==> src/rtl/byte_substring_search_assert.svh <==
// Assertion macros for the byte substring search block.
`ifndef BYTE_SUBSTRING_SEARCH_ASSERT_SVH
`define BYTE_SUBSTRING_SEARCH_ASSERT_SVH

// Checked on every clock edge outside reset.
`define BSS_CHECK(name, prop, msg) \
  name: assert property (@(posedge clk) disable iff (!rst_n) (prop)) else $error(msg);

// Checked on every clock edge, reset included.
`define BSS_CHECK_ALWAYS(name, prop, msg) \
  name: assert property (@(posedge clk) (prop)) else $error(msg);

`endif

==> src/rtl/bss_pkg.sv <==
// Shared types, constants and helpers of the byte substring search block.
`default_nettype none
package bss_pkg;

  localparam int unsigned PATTERN_BITS   = 64;
  localparam int unsigned LENGTH_BITS    = 4;
  localparam int unsigned OFFSET_BITS    = 16;
  localparam int unsigned CFG_INDEX_BITS = 2;
  localparam int unsigned CFG_DATA_BITS  = 64;

  localparam logic [7:0] BYTE_CR = 8'd13;
  localparam logic [7:0] BYTE_LF = 8'd10;

  localparam logic [CFG_INDEX_BITS-1:0] REG_PATTERN_BYTES  = 2'd0;
  localparam logic [CFG_INDEX_BITS-1:0] REG_PATTERN_LENGTH = 2'd1;
  localparam logic [CFG_INDEX_BITS-1:0] REG_CASE_FOLD      = 2'd2;
  localparam logic [CFG_INDEX_BITS-1:0] REG_LINE_MODE      = 2'd3;

  typedef struct packed {
    logic shift;
    logic fold;
  } bss_cell_ctrl_t;

  // Upper-case fold of ASCII a-z when enabled.
  function automatic logic [7:0] fold_byte(input logic [7:0] c, input logic en);
    logic [7:0] r;
    r = c;
    if (en && c >= 8'd97 && c <= 8'd122) begin
      r = c - 8'd32;
    end
    return r;
  endfunction

  function automatic logic bytes_differ(input logic [7:0] a, input logic [7:0] b,
                                        input logic en);
    return fold_byte(a, en) != fold_byte(b, en);
  endfunction

endpackage
`default_nettype wire

==> src/rtl/bss_if.sv <==
// Input and result channels of the byte substring search block.
`default_nettype none
interface bss_in_if;
  logic       valid;
  logic       ready;
  logic [7:0] byte_value;
  logic       last_byte;

  modport source (output valid, output byte_value, output last_byte, input ready);
  modport sink (input valid, input byte_value, input last_byte, output ready);
endinterface

interface bss_out_if;
  logic        valid;
  logic        ready;
  logic        found;
  logic [15:0] match_offset;
  logic        position_overflow;

  modport source (output valid, output found, output match_offset,
                  output position_overflow, input ready);
  modport sink (input valid, input found, input match_offset,
                input position_overflow, output ready);
endinterface
`default_nettype wire

==> src/rtl/byte_substring_search.sv <==
// A result is registered at the edge that accepts its byte.
// Throughput: one byte per cycle while the output is not stalled; the window of
// PATTERN_MAX-1 cells shifts once per accepted non-last byte and all cells compare in the same cycle.
// A byte is taken while the output register is empty or being drained.
// Reset (synchronous, rst_n low) clears configuration and search state; no clearing pass.
`default_nettype none
module byte_substring_search
  import bss_pkg::*;
#(
  parameter int unsigned PATTERN_MAX   = 8,
  parameter int unsigned POSITION_BITS = 16
) (
  input  wire logic                      clk,
  input  wire logic                      rst_n,
  bss_in_if.sink                         in_bus,
  bss_out_if.source                      out_bus,
  input  wire logic                      cfg_we,
  input  wire logic [CFG_INDEX_BITS-1:0] cfg_index,
  input  wire logic [CFG_DATA_BITS-1:0]  cfg_data
);

  localparam int unsigned PB = POSITION_BITS;
  localparam int unsigned SW = (PB + 1 > OFFSET_BITS + 1) ? PB + 1 : OFFSET_BITS + 1;
  localparam logic [PB-1:0] POS_MAX = {PB{1'b1}};

  // configuration
  logic [PATTERN_BITS-1:0] pattern_r;
  logic [LENGTH_BITS-1:0]  length_r;
  logic                    fold_r;
  logic                    line_mode_r;

  // search state
  logic [PB-1:0] pos_r,      pos_nxt;
  logic          done_r,     done_nxt;
  logic          sat_r,      sat_nxt;
  logic          line_seen_r, line_seen_nxt;
  logic [PB-1:0] line_pos_r, line_pos_nxt;

  // result register
  logic                   out_valid_r;
  logic                   found_r;
  logic [OFFSET_BITS-1:0] offset_r;
  logic                   ovf_r;

  logic                   accept;
  logic                   last;
  logic [7:0]             cur;
  logic [LENGTH_BITS-1:0] len_c;
  logic                   enough;
  logic [SW-1:0]          start_w;
  logic                   line_now;
  logic                   seen_eff;
  logic [PB-1:0]          lpos_eff;
  logic                   line_block;
  logic                   hit;
  logic                   produce;
  logic [OFFSET_BITS-1:0] offset_c;
  bss_cell_ctrl_t         cell_ctrl;

  logic [7:0] chain [PATTERN_MAX];
  logic [7:0] pat_sel [PATTERN_MAX];
  logic       active [PATTERN_MAX];
  logic       miss [PATTERN_MAX];
  logic       any_miss;

  assign accept = in_bus.valid && in_bus.ready;
  assign last   = in_bus.last_byte;
  assign cur    = in_bus.byte_value;
  assign in_bus.ready = !out_valid_r || out_bus.ready;

  assign len_c = (length_r > LENGTH_BITS'(PATTERN_MAX)) ? LENGTH_BITS'(PATTERN_MAX) : length_r;

  // window position w holds pattern byte len-1-w
  for (genvar w = 0; w < PATTERN_MAX; w++) begin : g_sel
    logic [2:0] idx;
    assign idx        = 3'(len_c - LENGTH_BITS'(w) - LENGTH_BITS'(1));
    assign pat_sel[w] = pattern_r[{idx, 3'b000} +: 8];
    assign active[w]  = len_c > LENGTH_BITS'(w);
  end

  assign cell_ctrl.shift = accept && !last;
  assign cell_ctrl.fold  = fold_r;

  assign chain[0] = cur;
  assign miss[0]  = active[0] && bytes_differ(cur, pat_sel[0], fold_r);

  for (genvar k = 0; k + 1 < PATTERN_MAX; k++) begin : g_cell
    bss_cell u_cell (
      .clk      (clk),
      .ctrl     (cell_ctrl),
      .byte_in  (chain[k]),
      .pat_byte (pat_sel[k+1]),
      .active   (active[k+1]),
      .byte_out (chain[k+1]),
      .miss     (miss[k+1])
    );
  end

  always_comb begin
    any_miss = 1'b0;
    for (int i = 0; i < PATTERN_MAX; i++) begin
      any_miss = any_miss | miss[i];
    end
  end

  assign enough  = (SW'(pos_r) + SW'(1)) >= SW'(len_c);
  assign start_w = SW'(pos_r) + SW'(1) - SW'(len_c);

  // first CR or LF of the buffer, including the current byte
  assign line_now   = line_mode_r && !line_seen_r && (cur == BYTE_CR || cur == BYTE_LF);
  assign seen_eff   = line_seen_r || line_now;
  assign lpos_eff   = line_seen_r ? line_pos_r : pos_r;
  assign line_block = line_mode_r && seen_eff && (start_w >= SW'(lpos_eff));

  assign hit     = (len_c == '0) || (enough && !any_miss && !line_block);
  assign produce = accept && !done_r && (hit || last);
  // empty pattern always reports offset 0
  assign offset_c = (len_c == '0) ? '0 :
                    (start_w > SW'({OFFSET_BITS{1'b1}})) ? {OFFSET_BITS{1'b1}}
                                                         : start_w[OFFSET_BITS-1:0];

  always_comb begin
    pos_nxt       = pos_r;
    done_nxt      = done_r;
    sat_nxt       = sat_r;
    line_seen_nxt = line_seen_r;
    line_pos_nxt  = line_pos_r;
    if (accept) begin
      if (last) begin
        pos_nxt       = '0;
        done_nxt      = 1'b0;
        sat_nxt       = 1'b0;
        line_seen_nxt = 1'b0;
        line_pos_nxt  = '0;
      end else begin
        done_nxt      = done_r || produce;
        line_seen_nxt = seen_eff;
        line_pos_nxt  = lpos_eff;
        if (pos_r == POS_MAX) begin
          sat_nxt = 1'b1;
        end else begin
          pos_nxt = pos_r + PB'(1);
        end
      end
    end
  end

  always_ff @(posedge clk) begin
    if (!rst_n) begin
      pattern_r   <= '0;
      length_r    <= '0;
      fold_r      <= 1'b0;
      line_mode_r <= 1'b0;
    end else if (cfg_we) begin
      case (cfg_index)
        REG_PATTERN_BYTES:  pattern_r   <= cfg_data[PATTERN_BITS-1:0];
        REG_PATTERN_LENGTH: length_r    <= cfg_data[LENGTH_BITS-1:0];
        REG_CASE_FOLD:      fold_r      <= cfg_data[0];
        REG_LINE_MODE:      line_mode_r <= cfg_data[0];
        default: ;
      endcase
    end
  end

  always_ff @(posedge clk) begin
    if (!rst_n) begin
      pos_r       <= '0;
      done_r      <= 1'b0;
      sat_r       <= 1'b0;
      line_seen_r <= 1'b0;
      line_pos_r  <= '0;
      out_valid_r <= 1'b0;
    end else begin
      pos_r       <= pos_nxt;
      done_r      <= done_nxt;
      sat_r       <= sat_nxt;
      line_seen_r <= line_seen_nxt;
      line_pos_r  <= line_pos_nxt;
      if (produce) begin
        out_valid_r <= 1'b1;
      end else if (out_bus.ready) begin
        out_valid_r <= 1'b0;
      end
    end
  end

  always_ff @(posedge clk) begin
    if (produce) begin
      found_r  <= hit;
      offset_r <= hit ? offset_c : '0;
      ovf_r    <= sat_r;
    end
  end

  assign out_bus.valid             = out_valid_r;
  assign out_bus.found             = found_r;
  assign out_bus.match_offset      = offset_r;
  assign out_bus.position_overflow = ovf_r;

`include "byte_substring_search_assert.svh"

  `BSS_CHECK(a_last_clears, (accept && last) |=> (!done_r && pos_r == '0 && !sat_r), "last byte did not clear the search state")
  `BSS_CHECK(a_new_result_source, $rose(out_valid_r) |-> $past(accept && !done_r), "result raised without a fresh request")
  `BSS_CHECK(a_sat_pinned, sat_r |-> (pos_r == POS_MAX), "saturated flag without pinned position")
  `BSS_CHECK_ALWAYS(a_reset_idle, !rst_n |=> !out_valid_r, "result valid straight after reset")

endmodule
`default_nettype wire

==> src/rtl/bss_cell.sv <==
// One window cell: holds an earlier byte and compares it with its pattern byte.
`default_nettype none
module bss_cell
  import bss_pkg::*;
(
  input  wire logic           clk,
  input  wire bss_cell_ctrl_t ctrl,
  input  wire logic [7:0]     byte_in,
  input  wire logic [7:0]     pat_byte,
  input  wire logic           active,
  output logic [7:0]          byte_out,
  output logic                miss
);

  logic [7:0] byte_r;

  always_ff @(posedge clk) begin
    if (ctrl.shift) begin
      byte_r <= byte_in;
    end
  end

  assign byte_out = byte_r;
  assign miss     = active && bytes_differ(byte_r, pat_byte, ctrl.fold);

endmodule
`default_nettype wire
==> src/flat_wrapper.sv <==
// flat-port wrapper written by rule: the top's interface ports become plain ports
module byte_substring_search_flat import bss_pkg::*;
#(
  parameter int unsigned PATTERN_MAX   = 8,
  parameter int unsigned POSITION_BITS = 16
)
  (clk, rst_n, cfg_we, cfg_index, cfg_data, in_bus_valid, in_bus_byte_value, in_bus_last_byte, in_bus_ready, out_bus_valid, out_bus_found, out_bus_match_offset, out_bus_position_overflow, out_bus_ready);
  bss_in_if in_bus_i ();
  bss_out_if out_bus_i ();
  input  wire logic clk;
  input  wire logic rst_n;
  input  wire logic cfg_we;
  input  wire logic [CFG_INDEX_BITS-1:0] cfg_index;
  input  wire logic [CFG_DATA_BITS-1:0] cfg_data;
  input wire logic [$bits(in_bus_i.valid)-1:0] in_bus_valid;
  input wire logic [$bits(in_bus_i.byte_value)-1:0] in_bus_byte_value;
  input wire logic [$bits(in_bus_i.last_byte)-1:0] in_bus_last_byte;
  output wire logic [$bits(in_bus_i.ready)-1:0] in_bus_ready;
  output wire logic [$bits(out_bus_i.valid)-1:0] out_bus_valid;
  output wire logic [$bits(out_bus_i.found)-1:0] out_bus_found;
  output wire logic [$bits(out_bus_i.match_offset)-1:0] out_bus_match_offset;
  output wire logic [$bits(out_bus_i.position_overflow)-1:0] out_bus_position_overflow;
  input wire logic [$bits(out_bus_i.ready)-1:0] out_bus_ready;
  assign in_bus_i.valid = in_bus_valid;
  assign in_bus_i.byte_value = in_bus_byte_value;
  assign in_bus_i.last_byte = in_bus_last_byte;
  assign in_bus_ready = in_bus_i.ready;
  assign out_bus_valid = out_bus_i.valid;
  assign out_bus_found = out_bus_i.found;
  assign out_bus_match_offset = out_bus_i.match_offset;
  assign out_bus_position_overflow = out_bus_i.position_overflow;
  assign out_bus_i.ready = out_bus_ready;
  byte_substring_search #(.PATTERN_MAX(PATTERN_MAX), .POSITION_BITS(POSITION_BITS)) u_core (.clk(clk), .rst_n(rst_n), .in_bus(in_bus_i), .out_bus(out_bus_i), .cfg_we(cfg_we), .cfg_index(cfg_index), .cfg_data(cfg_data));
endmodule
==> config.mk <==
export PLATFORM = sky130hd
export DESIGN_NAME = byte_substring_search_flat
export DESIGN_NICKNAME = d
export VERILOG_FILES = /design/src/rtl/bss_pkg.sv /design/src/rtl/bss_if.sv /design/src/rtl/byte_substring_search.sv /design/src/rtl/bss_cell.sv /design/src/flat_wrapper.sv
export VERILOG_INCLUDE_DIRS = /design/src /design/src/rtl
export SDC_FILE = /design/constraint.sdc
export NUM_CORES = 1
export LEC_CHECK = 0
export BUFFER_PORTS_ARGS = -buffer_cell sky130_fd_sc_hd__buf_2
export CAP_MARGIN = 20
export CORE_ASPECT_RATIO = 0.7
export CORE_UTILIZATION = 50
export CTS_CLUSTER_SIZE = 16
export DETAILED_ROUTE_END_ITERATION = 16
export PLACE_DENSITY = 0.67
export SLEW_MARGIN = 20
export SYNTH_ARGS = -nofsm -noshare
export SYNTH_HDL_FRONTEND = slang
export SYNTH_SLANG_ARGS = --single-unit
==> constraint.sdc <==
create_clock -name clk -period 5.6 [get_ports clk]
set_clock_uncertainty 0.15 [all_clocks]
set_input_delay 1.12 -clock clk [delete_from_list [all_inputs] [get_ports clk]]
set_output_delay 1.12 -clock clk [all_outputs]
set_load 0.005 [all_outputs]
# Yosys cells after proc, flatten, opt, wreduce, memory -nomap -nowiden
# Cells that the tools add are included.
dict set report op_classes {
  n_addsub 33
  n_lt_le_gt_ge 44
  eq_ne 15
  shift 8
  n_mux 28
  bitwise_logic 8
  n_reduce_logical 73
}
# operator count
set op_table {}
lappend op_table {{64-bit by 7-bit indexed part select with 8-bit output} 8}
lappend op_table {{8-bit by 7-bit >= comparator with 1-bit output, second input constant} 16}
lappend op_table {{8-bit by 7-bit <= comparator with 1-bit output, second input constant} 16}
lappend op_table {{8-bit 2-to-1 mux} 16}
lappend op_table {{8-bit by 6-bit subtractor with 8-bit output, second input constant} 16}
lappend op_table {{16-bit 2-to-1 mux} 5}
lappend op_table {{8-bit != test} 8}
lappend op_table {{1-bit logical AND} 50}
lappend op_table {{3-bit by 1-bit subtractor with 3-bit output, second input constant} 8}
lappend op_table {{16-bit by 1-bit adder with 17-bit output, second input constant} 1}
lappend op_table {{17-bit by 16-bit >= comparator with 1-bit output} 1}
lappend op_table {{17-bit by 4-bit >= comparator with 1-bit output} 1}
lappend op_table {{17-bit by 16-bit > comparator with 1-bit output, second input constant} 1}
lappend op_table {{17-bit by 4-bit subtractor with 17-bit output} 1}
lappend op_table {{16-bit by 1-bit adder with 16-bit output, second input constant} 1}
lappend op_table {{16-bit == test, second input constant} 1}
lappend op_table {{8-bit by 4-bit == test with 1-bit output, second input constant} 2}
lappend op_table {{4-bit by 3-bit > comparator with 1-bit output, second input constant} 4}
lappend op_table {{2-bit AND reduction} 6}
lappend op_table {{3-bit subtractor, second input constant} 4}
lappend op_table {{4-bit by 1-bit > comparator with 1-bit output, second input constant} 2}
lappend op_table {{4-bit by 2-bit > comparator with 1-bit output, second input constant} 2}
lappend op_table {{1-bit OR} 7}
lappend op_table {{1-bit zero test} 6}
lappend op_table {{other kinds (13)} 26}
dict set report totals {
  regBits 180
  inputBits 80
  out_inout_bits 20
}

# Logic depth before layout (Yosys ltp)
dict set report depth {
  depth_word 26
  ltp_mapped 25
  mapped_depth_nobuf 21
}

# Modules after synthesis
# Synthesis repeated with hierarchy kept, for this count alone.
dict set report hier_totals {
  cells_unflattened 1413
  hier_area_um2 12953.7
}
# mod n_inst cells_per_inst area_per_inst_um2 seq_area_each_um2
set by_module_without_submodules {}
lappend by_module_without_submodules {byte_substring_search 1 1070 9029.9 2662.6}
lappend by_module_without_submodules {bss_cell 7 49 560.5 240.2}

# Worst setup path after synthesis
# No wires, ideal clock.
dict set report synth_path {
  path_type {register to register}
  start {register u_core.length_r[3]}
  end {register u_core.found_r, in the netlist u_core.out_bus.found (enable)}
  arrival_ps 5594
  required_time_ps 5058
  slack_ps -536
  stages_incl_launch_ff 24
  period_less_slack_ps 6136
  path_cell_list {dfxtp_1 buf_4 nand2b_1 buf_2 buf_1 ha_1 a21oi_1 o21bai_1 a21o_1 or2_2 or2_2 clkbuf_1 nor2_1 a21oi_1 o32a_1 xor2_1 inv_1 ha_1 o21ai_0 a31oi_1 or4_1 a311oi_2 a31oi_1 a211oi_2}
}
dict set report synth_between {
  elab_chain_len 24
  word_cells_on_any_way 115
  cone_classes {add/sub (23); order compare (27); eq/ne (8); shift (8); mux (9); bitwise (7); reduce/logical (33)}
}
# element line
set synth_lines {}
lappend synth_lines {{start: declaration} byte_substring_search.sv:28} ;# logic [LENGTH_BITS-1:0] length_r;
lappend synth_lines {{start signal: assignment} byte_substring_search.sv:157} ;# REG_PATTERN_LENGTH: length_r <= cfg_data[LENGTH_BITS-1:0];
lappend synth_lines {{4-bit > comparator} byte_substring_search.sv:71} ;# assign len_c = (length_r > LENGTH_BITS'(PATTERN_MAX)) ? LENGTH_BITS'(PATTERN_MAX) : length_r;
lappend synth_lines {{4-bit 2-to-1 mux (*)} byte_substring_search.sv:71}
lappend synth_lines {{3-bit by 1-bit subtractor with 3-bit output (2 in a row)} byte_substring_search.sv:76} ;# assign idx = 3'(len_c - LENGTH_BITS'(w) - LENGTH_BITS'(1));
lappend synth_lines {{64-bit by 7-bit indexed part select with 8-bit output} byte_substring_search.sv:77} ;# assign pat_sel[w] = pattern_r[{idx, 3'b000} +: 8];
lappend synth_lines {{8-bit by 7-bit >= comparator with 1-bit output} bss_pkg.sv:28} ;# if (en && c >= 8'd97 && c <= 8'd122) begin
lappend synth_lines {{1-bit logical AND (2 in a row)} bss_pkg.sv:28}
lappend synth_lines {{8-bit 2-to-1 mux} bss_pkg.sv:28}
lappend synth_lines {{8-bit != test} bss_pkg.sv:36} ;# return fold_byte(a, en) != fold_byte(b, en);
lappend synth_lines {{1-bit logical AND} bss_cell.sv:24} ;# assign miss = active && bytes_differ(byte_r, pat_byte, ctrl.fold);
lappend synth_lines {{1-bit OR (7 in a row)} byte_substring_search.sv:102} ;# any_miss = any_miss | miss[i];
lappend synth_lines {{1-bit zero test} byte_substring_search.sv:115} ;# assign hit = (len_c == '0) || (enough && !any_miss && !line_block);
lappend synth_lines {{1-bit logical AND (2 in a row)} byte_substring_search.sv:115}
lappend synth_lines {{1-bit logical OR (*)} byte_substring_search.sv:115}
lappend synth_lines {{1-bit logical OR (*)} byte_substring_search.sv:116} ;# assign produce = accept && !done_r && (hit || last);
lappend synth_lines {{1-bit logical AND (*)} byte_substring_search.sv:116}
lappend synth_lines {{named net u_core.produce} byte_substring_search.sv:56} ;# logic produce;
lappend synth_lines {{end signal: assignment} byte_substring_search.sv:189} ;# found_r <= hit;
lappend synth_lines {{end: declaration} byte_substring_search.sv:41} ;# logic found_r;
# Mark *: on every way through the listed nets, which the timed path passes. The rest lies on a longest branch.
# A chain may end at the register's enable or synchronous reset.

# Worst setup path in the final report
dict set report layout_path {
  start {register u_core.pos_r[1]}
  end {register u_core.offset_r[3], in the netlist u_core.out_bus.match_offset[3] (enable)}
}
dict set report layout_between {
  elab_chain_len 9
  word_cells_on_any_way 12
  cone_classes {add/sub (2); order compare (2); mux (1); reduce/logical (7)}
}
# element line
set layout_lines {}
lappend layout_lines {{start: declaration} byte_substring_search.sv:33} ;# logic [PB-1:0] pos_r, pos_nxt;
lappend layout_lines {{start signal: assignment} byte_substring_search.sv:174} ;# pos_r <= pos_nxt;
lappend layout_lines {{16-bit by 1-bit adder with 17-bit output} {byte_substring_search.sv:106, byte_substring_search.sv:107}}
lappend layout_lines {{17-bit by 4-bit subtractor with 17-bit output} byte_substring_search.sv:107} ;# assign start_w = SW'(pos_r) + SW'(1) - SW'(len_c);
lappend layout_lines {{17-bit by 16-bit >= comparator with 1-bit output} byte_substring_search.sv:113} ;# assign line_block = line_mode_r && seen_eff && (start_w >= SW'(lpos_eff));
lappend layout_lines {{1-bit logical AND} byte_substring_search.sv:113}
lappend layout_lines {{1-bit zero test} byte_substring_search.sv:115}
lappend layout_lines {{1-bit logical AND (*)} byte_substring_search.sv:115}
lappend layout_lines {{1-bit logical OR (*)} byte_substring_search.sv:115}
lappend layout_lines {{1-bit logical OR (*)} byte_substring_search.sv:116}
lappend layout_lines {{1-bit logical AND (*)} byte_substring_search.sv:116}
lappend layout_lines {{named net u_core.produce} byte_substring_search.sv:56}
lappend layout_lines {{end signal: assignment} byte_substring_search.sv:190} ;# offset_r <= hit ? offset_c : '0;
lappend layout_lines {{end: declaration} byte_substring_search.sv:42} ;# logic [OFFSET_BITS-1:0] offset_r;
# Marks and branches as above.

==> flow_summary.json <==
{
  "synthDistinctLibCells": 86,
  "syn_nets": 1486,
  "p_int_mw": 2.293,
  "syn_avg_cell_area_um2": 9.334,
  "yosysTopAreaCell": "edfxtp_1",
  "port_buffers": 99,
  "final-setup-viol-count": 0,
  "gp_congestion": 1.038,
  "drv_cap": 0,
  "cp-end-kind": "flip-flop",
  "drt_wl_total_mm": 39.22,
  "grt-ovfl-total": 0,
  "clock_path_buffers": 2,
  "hold_path.startpoint": "u_core.sat_r",
  "worstPathMaxFanout": 7,
  "crit_type": "flip-flop to flip-flop",
  "post-synth-top-count-cell": "nand2_1",
  "grt_max_degree": 65,
  "r2r_start": "u_core.pos_r[1]",
  "syn_area_um2": 12720,
  "routed-via-count": 11200,
  "synthCells": 1363,
  "relSlewSlack": 0.4080,
  "p_sw_frac": 0.3148,
  "tritoncts": "done",
  "reg2reg_slack_ns": 0.18,
  "clkPwrFrac": 0.354,
  "ir_worst_vdd_uv": 201.9,
  "grt_use_met3": 0.09117,
  "grt_use_met2": 0.4004,
  "antenna_cells": 0,
  "clkLatencyLatePin_ns": 0.45,
  "slew_violations": 0,
  "die_height_um": 135.5,
  "p_per_area_nw_per_um2": 234.0,
  "h-tree-depth": 4,
  "reg2reg_depth": 22,
  "grt_use_total": 0.3058,
  "drtIter0Drc": 1639,
  "power.total_mw": 3.346,
  "synth-seq-cells": 180,
  "drive_gt1_frac": 0.1996,
  "grt_pass1_wl_mm": 59.40,
  "p_comb_frac": 0.205,
  "dr.pass1.iters": 6,
  "cts_inserted_buffers": 17,
  "dieArea_um2": 26100,
  "cts.sinks": 180,
  "synth_warnings": 0,
  "tightest_slew_ns": 0.8868,
  "core_area_um2": 24800,
  "required_ns": 5.62,
  "fin_ws_ns": 0.1802,
  "setup_tns_ns": 0,
  "post-route-period-util": 0.9678,
  "drc_errors": 0,
  "leakagePower_nw": 5.295,
  "post-route-util": 0.5765,
  "die_w_um": 192.7,
  "start_util": 0.5129,
  "netlist.area_leader.share": 0.1747,
  "r2r-end": "u_core.out_bus.match_offset[3]",
  "grt_pass1_vias": 9955,
  "place_hpwl_mm": 29.83,
  "ys_seq_area_frac": 0.3415,
  "antenna_found_initial": 0,
  "synth_edf_count": 74,
  "cp-start-kind": "flip-flop",
  "use_met1": 0.4824,
  "nNetsFinal": 1568,
  "holdPathStages": 0,
  "hold_end": "u_core.out_bus.position_overflow",
  "arrival_ns": 5.44,
  "wire_per_inst_um": 22.00,
  "switchingPower_mw": 1.053,
  "clockRootBuffer": "clkbuf_16",
  "synthFlopType": "dfxtp_1",
  "synth_area_leaders": "edfxtp_1, dfxtp_1, mux4_2",
  "yosys-top-cells-count": "nand2_1, a21oi_1, dfxtp_1, mux2i_1, nor2_1",
  "busiest_layer": "met1",
  "dpl_worst_slack_ns": 0.08370,
  "hold_viol": 0,
  "p_seq_frac": 0.441,
  "status": "complete, no violations",
  "async_reset_ff_frac": 0,
  "rows": 48,
  "cts_hold_buf": 0,
  "drtAntennaViolNets": 0,
  "io_pins": 100,
  "hp-class": "flip-flop to flip-flop",
  "post-route-min-period_ns": 5.420,
  "areaGrowthSynthToFinish_pct": 12.39,
  "fmaxAchievable_mhz": 184.5,
  "path_clk_slew_ns": 0.07,
  "via_per_inst": 6.284
}
## cell usage in the layout (no fill, tap or decap), drive strengths merged, types with 6 or more instances in the layout
master / instances
a21oi: 127
dfxtp: 106
or3: 10
nor4: 11
nand3b: 9
and3: 7
clkbuf: 17
o21ai: 30
edfxtp: 74
o21a: 7
o31ai: 11
a31oi: 13
mux4: 54
nand2b: 12
nand2: 186
nor3: 49
inv: 64
o221ai: 9
nand4: 15
o22ai: 7
buf: 144
nor2b: 7
or2: 6
xnor2: 61
ha: 42
a211o: 7
nor2: 91
mux2i: 87
a211oi: 7
mux2: 8
xor2: 38
a21o: 10
and2: 9
nand3: 32
## cells by family (layout without fill, tap and decap cells)
| logic type | Yosys count | count (layout) | synth area share |
|---|---|---|---|
| adders and majority gates | 43 | 43 | 0.04288 |
| and+or+nand+nor | 472 | 472 | 0.1820 |
| muxes | 149 | 149 | 0.1711 |
| AOI/OAI and AO/OA | 285 | 285 | 0.1449 |
| DFF | 180 | 180 | 0.3415 |
| xor gates and xnor gates | 99 | 99 | 0.06934 |
| buffers and inverters | 135 | 230 | 0.04829 |
## per-stage QoR
stage                     hold WS [ns]  std cells  instance area (µm²)
after global placement          0.2703       1744                13530
final                           0.2862       1783                14300
after global routing            0.3082       1783                14300
after floorplan                 0.2590       1363                12750
after detailed placement        0.2714       1744                13530
after CTS                       0.2895       1776                14100
## registers in the layout, indices dropped and copies added (netlist names), 4 cells and up
name	cells
u_core.g_cell.u_cell.byte_out	56
u_core.length_r	4
u_core.line_pos_r	16
u_core.out_bus.match_offset	16
u_core.pattern_r	64
u_core.pos_r	16
## repair_timing
action                     4_1_cts  5_1_grt
gates cloned                     0        3
setup endpoints to repair       10       34
resized for setup                1       30
pin swaps                        0        6
setup buffers                    0        4
hold endpoints to repair         0        0
## critical path, stage by stage (launching register included)
cell and delay [ns]:
dfxtp_4 0.37, ha_4 0.18, xor2_1 0.14, ha_1 0.32, inv_1 0.09, o21bai_1 0.10
a21o_1 0.22, or2_2 0.35, mux2_2 0.28, nand3_1 0.08, o41ai_1 0.08, xnor2_1 0.22
inv_1 0.07, ha_1 0.31, nand4_1 0.10, nor2_1 0.06, o21ai_1 0.16, a31oi_1 0.14
or4_4 0.54, a311oi_4 0.39, a31oi_4 0.16, a211oi_4 0.43, buf_6 0.19
## power by group through the flow
stage | sequential [mW] | combinational, mW | clock [mW]
global route | 1.48 | 0.737 | 1.26
detailed placement | 1.50 | 0.638 | 0
global placement | 1.50 | 0.631 | 0
CTS | 1.47 | 0.643 | 1.20
finish | 1.47 | 0.685 | 1.19
floorplan | 1.49 | 0.443 | 0
## worst max path at each step
stage / startpoint / cells past startpoint / endpoint
after floorplan: u_core.pos_r[0] / 22 / u_core.out_bus.found
after global placement: u_core.pos_r[0] / 20 / u_core.out_bus.match_offset[3]
after detailed placement: u_core.pos_r[1] / 20 / u_core.out_bus.match_offset[3]
after CTS: u_core.pos_r[1] / 21 / u_core.out_bus.match_offset[3]
after global routing: u_core.pos_r[3] / 20 / u_core.out_bus.match_offset[3]
final: u_core.pos_r[1] / 22 / u_core.out_bus.match_offset[3]
## metal layers
metal,part of all wire,routed length [µm]
met2,0.39,15430
met5,0,0
met4,0.014,532
met1,0.47,18630
met3,0.12,4629
## area by class of cell
class                   instances  area [µm²]
inverters                      54       205.2
multi-input cells            1048        7900
well taps                     325       406.6
repair buffers                144       872.1
clock buffers                  17       425.4
flip-flops and latches        180        4353
clock inverters                15       136.4
fillers                      2212       10510
Note: power is estimated with default switching activity, not from simulation.
